===== src/rtl/core/fftm_ram.sv =====
module fftm_ram #(
   parameter int WIDTH = 8,
   parameter int DEPTH = 16,
   localparam int ADDR_W = (DEPTH > 1) ? $clog2(DEPTH) : 1
) (
   input  logic              clock,
   input  logic              write_en,
   input  logic [ADDR_W-1:0] write_addr,
   input  logic [WIDTH-1:0]  write_data,
   input  logic [ADDR_W-1:0] read_addr,
   output logic [WIDTH-1:0]  read_data
);

   logic [WIDTH-1:0] mem_ff [DEPTH];
   logic [WIDTH-1:0] read_data_ff;

   // one write port, one registered read port
   always_ff @(posedge clock) begin
      if (write_en) begin
         mem_ff[write_addr] <= write_data;
      end
      read_data_ff <= mem_ff[read_addr];
   end

   assign read_data = read_data_ff;

endmodule


===== config.mk =====
export PLATFORM = sky130hd
export DESIGN_NAME = fftm_ram
export DESIGN_NICKNAME = d
export VERILOG_FILES = /design/src/rtl/core/fftm_ram.sv
export SDC_FILE = /design/constraint.sdc
export NUM_CORES = 1
export LEC_CHECK = 0
export BUFFER_PORTS_ARGS = -buffer_cell sky130_fd_sc_hd__buf_2
export CAP_MARGIN = 20
export CELL_PAD_IN_SITES_DETAIL_PLACEMENT = 1
export CELL_PAD_IN_SITES_GLOBAL_PLACEMENT = 2
export CORE_ASPECT_RATIO = 2
export CORE_MARGIN = 4
export CORE_UTILIZATION = 45
export CTS_BUF_LIST = sky130_fd_sc_hd__clkbuf_16
export DETAILED_ROUTE_END_ITERATION = 6
export PLACE_DENSITY_LB_ADDON = 0.1
export SLEW_MARGIN = 20
export SYNTH_ARGS = -nofsm -noshare
export SYNTH_HDL_FRONTEND = slang
export SYNTH_SLANG_ARGS = --single-unit

===== constraint.sdc =====
create_clock -name clock -period 1.75 [get_ports clock]
set_input_delay 0.0875 -clock clock [delete_from_list [all_inputs] [get_ports clock]]
set_output_delay 0.0875 -clock clock [all_outputs]
set_load 0.02 [all_outputs]

==> out/qor.csv <==
stage;metric;value;unit
sta;Final period util;0.775;
synthesis;Seq/Total Area, Yosys;0.778;
run_status;outcome;finished clean;
global_routing;pin count of the biggest net entering global routing;33;
floorplanning;die area;13300;sq um
sta;Slew HR;0.703;
clock_network;setup bufs post-CTS;0;
clock_network;root buffer cell;clkbuf_16;
sta;Final Max Tran Viols;0;
setup_path;R2R depth;3;
clock_network;post_cts resized;0;
cells_and_area;fill count;1004;
synthesis;Yosys Warn Count;0;
floorplanning;site row count;55;
synthesis;synth unique cells;19;
cells_and_area;fraction of layout cells with a size suffix above 1;0.313;
detailed_routing;Routed Antenna Nets;0;
setup_path;Worst Path Required;2.04;ns
floorplanning;total I/O pin count;26;
sta;Worst Slack Setup Final;0.394;ns
sta;RSZ-0062 raised after global routing;false;
pwr;Leak;2.10;nW
synthesis;Syn Inst Count;229;
cells_and_area;most frequent cells in the layout;edfxtp_1 (128), buf_2 (25), mux4_2 (18), buf_4 (18), clkbuf_16 (17);
floorplanning;Die H;159;um
setup_path;crit end category;register;
cells_and_area;antenna diode count;0;
detailed_routing;routed len/inst;23.8;um
synthesis;Mapped Area;5150;sq um
setup_path;Setup crit start kind;register;
placement;Final HPWL DP;7120;um
placement;Setup WS pre-CTS;0.265;ns
floorplanning;Chip Width;83.6;um
setup_path;Worst Path Max Fanout;1;
cells_and_area;Multi-input gate area;1060;sq um
cells_and_area;final net count;302;
sta;WHS;0.0632;ns
synthesis;mean post-synth cell area;22.5;sq um
clock_network;Clock Sink Count;136;
placement;I/O Buffers;25;
global_routing;All-Layer GR Usage;0.171;
min_path;WHS Path Cells;1;
min_path;HP Class;in2reg;
global_routing;initial antenna violation count;0;
detailed_routing;Pre-Repair DR Iteration Count;4;
floorplanning;Core Footprint;11300;sq um
clock_network;CTS tree;done;
flow_run;max-cap violation count;0;
sta;final setup vio count;0;
detailed_routing;final WL;10500;um
setup_path;Worst Setup Path Type;reg2reg;
sta;fin crit period;1.36;ns
setup_path;WP data arrival;1.65;ns
cells_and_area;commonest non-fill, non-tap cell in the layout;edfxtp_1;
sta;worst slew pin tran;0.446;ns
pwr;pwr dens;1220;nW/um^2
pwr;VDD IR max;1.39;mV
floorplanning;Initial Util;0.456;
clock_network;Skew-Pair Late Insertion Delay;0.41;ns
detailed_routing;DR iter-0 viols;164;
global_routing;GRT overflow;0;
sta;FMAX;737;MHz
sta;Final Hold Vio Count;0;
sta;Setup TNS Final;0;ns
cells_and_area;FF+latch area;4000;sq um
cells_and_area;Area growth, synth to finish;19.4;%
placement;Final GP Congestion;0.691;
detailed_routing;DR vias/cell;5.49;
clock_network;total CTS buffers;17;
synthesis;Mapped Nets;247;
cells_and_area;Core Util, Final;0.544;
synthesis;register bit total from synthesis;136;
clock_network;CTS HTree Levels;4;
detailed_routing;DRC;0;
clock_network;register clock-pin slew on the reported worst setup and hold paths;0.06;ns
clock_network;cts hold-fix bufs;0;
sta;final setup skew;0.00684;ns
clock_network;clock buffer depth;2;
detailed_routing;Via Count;2410;
global_routing;vias in the first global route;2761;
global_routing;first-pass GRT wire length;16200;um
## Yosys cell counts
cell type,count,area [sq um]
edfxtp_1,128,3840
mux4_2,18,405
a22oi_1,16,120
mux4_1,14,368
nor2_1,13,48.8
nand2_1,9,33.8
dfxtp_1,8,160
nor3_1,4,20.0
buf_2,3,15.0
buf_6,3,33.8
clkdlybuf4s25_2,3,30.0
nand2b_1,2,12.5
nand3b_1,2,15.0
and2_1,1,6.26
and2b_1,1,7.51
buf_4,1,7.51
nand3_1,1,5.00
nor2b_1,1,6.26
or3b_2,1,8.76
## state kept, by name, indices dropped and copies added (netlist names)
signal / flops
mem_ff: 128
read_data: 8
## where the power goes
| group | internal (mW) | total [mW] | switching, mW | leakage [nW] |
|---|---|---|---|---|
| Sequential | 3.64 | 3.66 | 0.0215 | 1.22 |
| Combinational | 0.153 | 0.363 | 0.210 | 0.595 |
| Clock | 2.21 | 3.49 | 1.28 | 0.283 |
## final timing paths
path / startpoint / slack (ns) / endpoint
max: mem_ff[0][5] / 0.39 / read_data[5]
min: write_data[0] / 0.06 / mem_ff[2][0]
min reg2reg: mem_ff[13][2] / 0.68 / read_data[2]
max reg2reg: mem_ff[0][5] / 0.39 / read_data[5]
## logic make-up after synthesis
logic type	count (synthesis)	share of synthesized area
DFF	136	0.778
and+or+nand+nor	35	0.0318
muxes	32	0.150
AOI/OAI and AO/OA	16	0.0233
buffers and inverters	10	0.0168
## per-layer routing
metal  part of all wire  GRT usage
met2               0.59      0.321
met1               0.37      0.182
met5                  0          0
met4              0.013     0.0600
met3              0.018     0.0425
## metrics by stage
| stage | area [sq um] | std cells | power [mW] |
|---|---|---|---|
| after floorplan | 5150 | 229 | 3.94 |
| after global placement | 5560 | 407 | 4.09 |
| after detailed placement | 5560 | 407 | 4.11 |
| after CTS | 6140 | 439 | 7.62 |
| after global routing | 6140 | 439 | 7.80 |
| final | 6140 | 439 | 7.52 |
## worst max-delay path, cell delays in order, from the launching register on
cell and delay, ns:
edfxtp_1 0.38, mux4_1 0.50, a22oi_1 0.27, nand2_1 0.09
## layout make-up
type                    instances  share of cell area
flip-flops and latches        136               0.652
repair buffers                 46              0.0521
clock inverters                15              0.0261
multi-input cells              83               0.172
well taps                     142              0.0289
clock buffers                  17              0.0692
(Power assumes the default switching activity.)
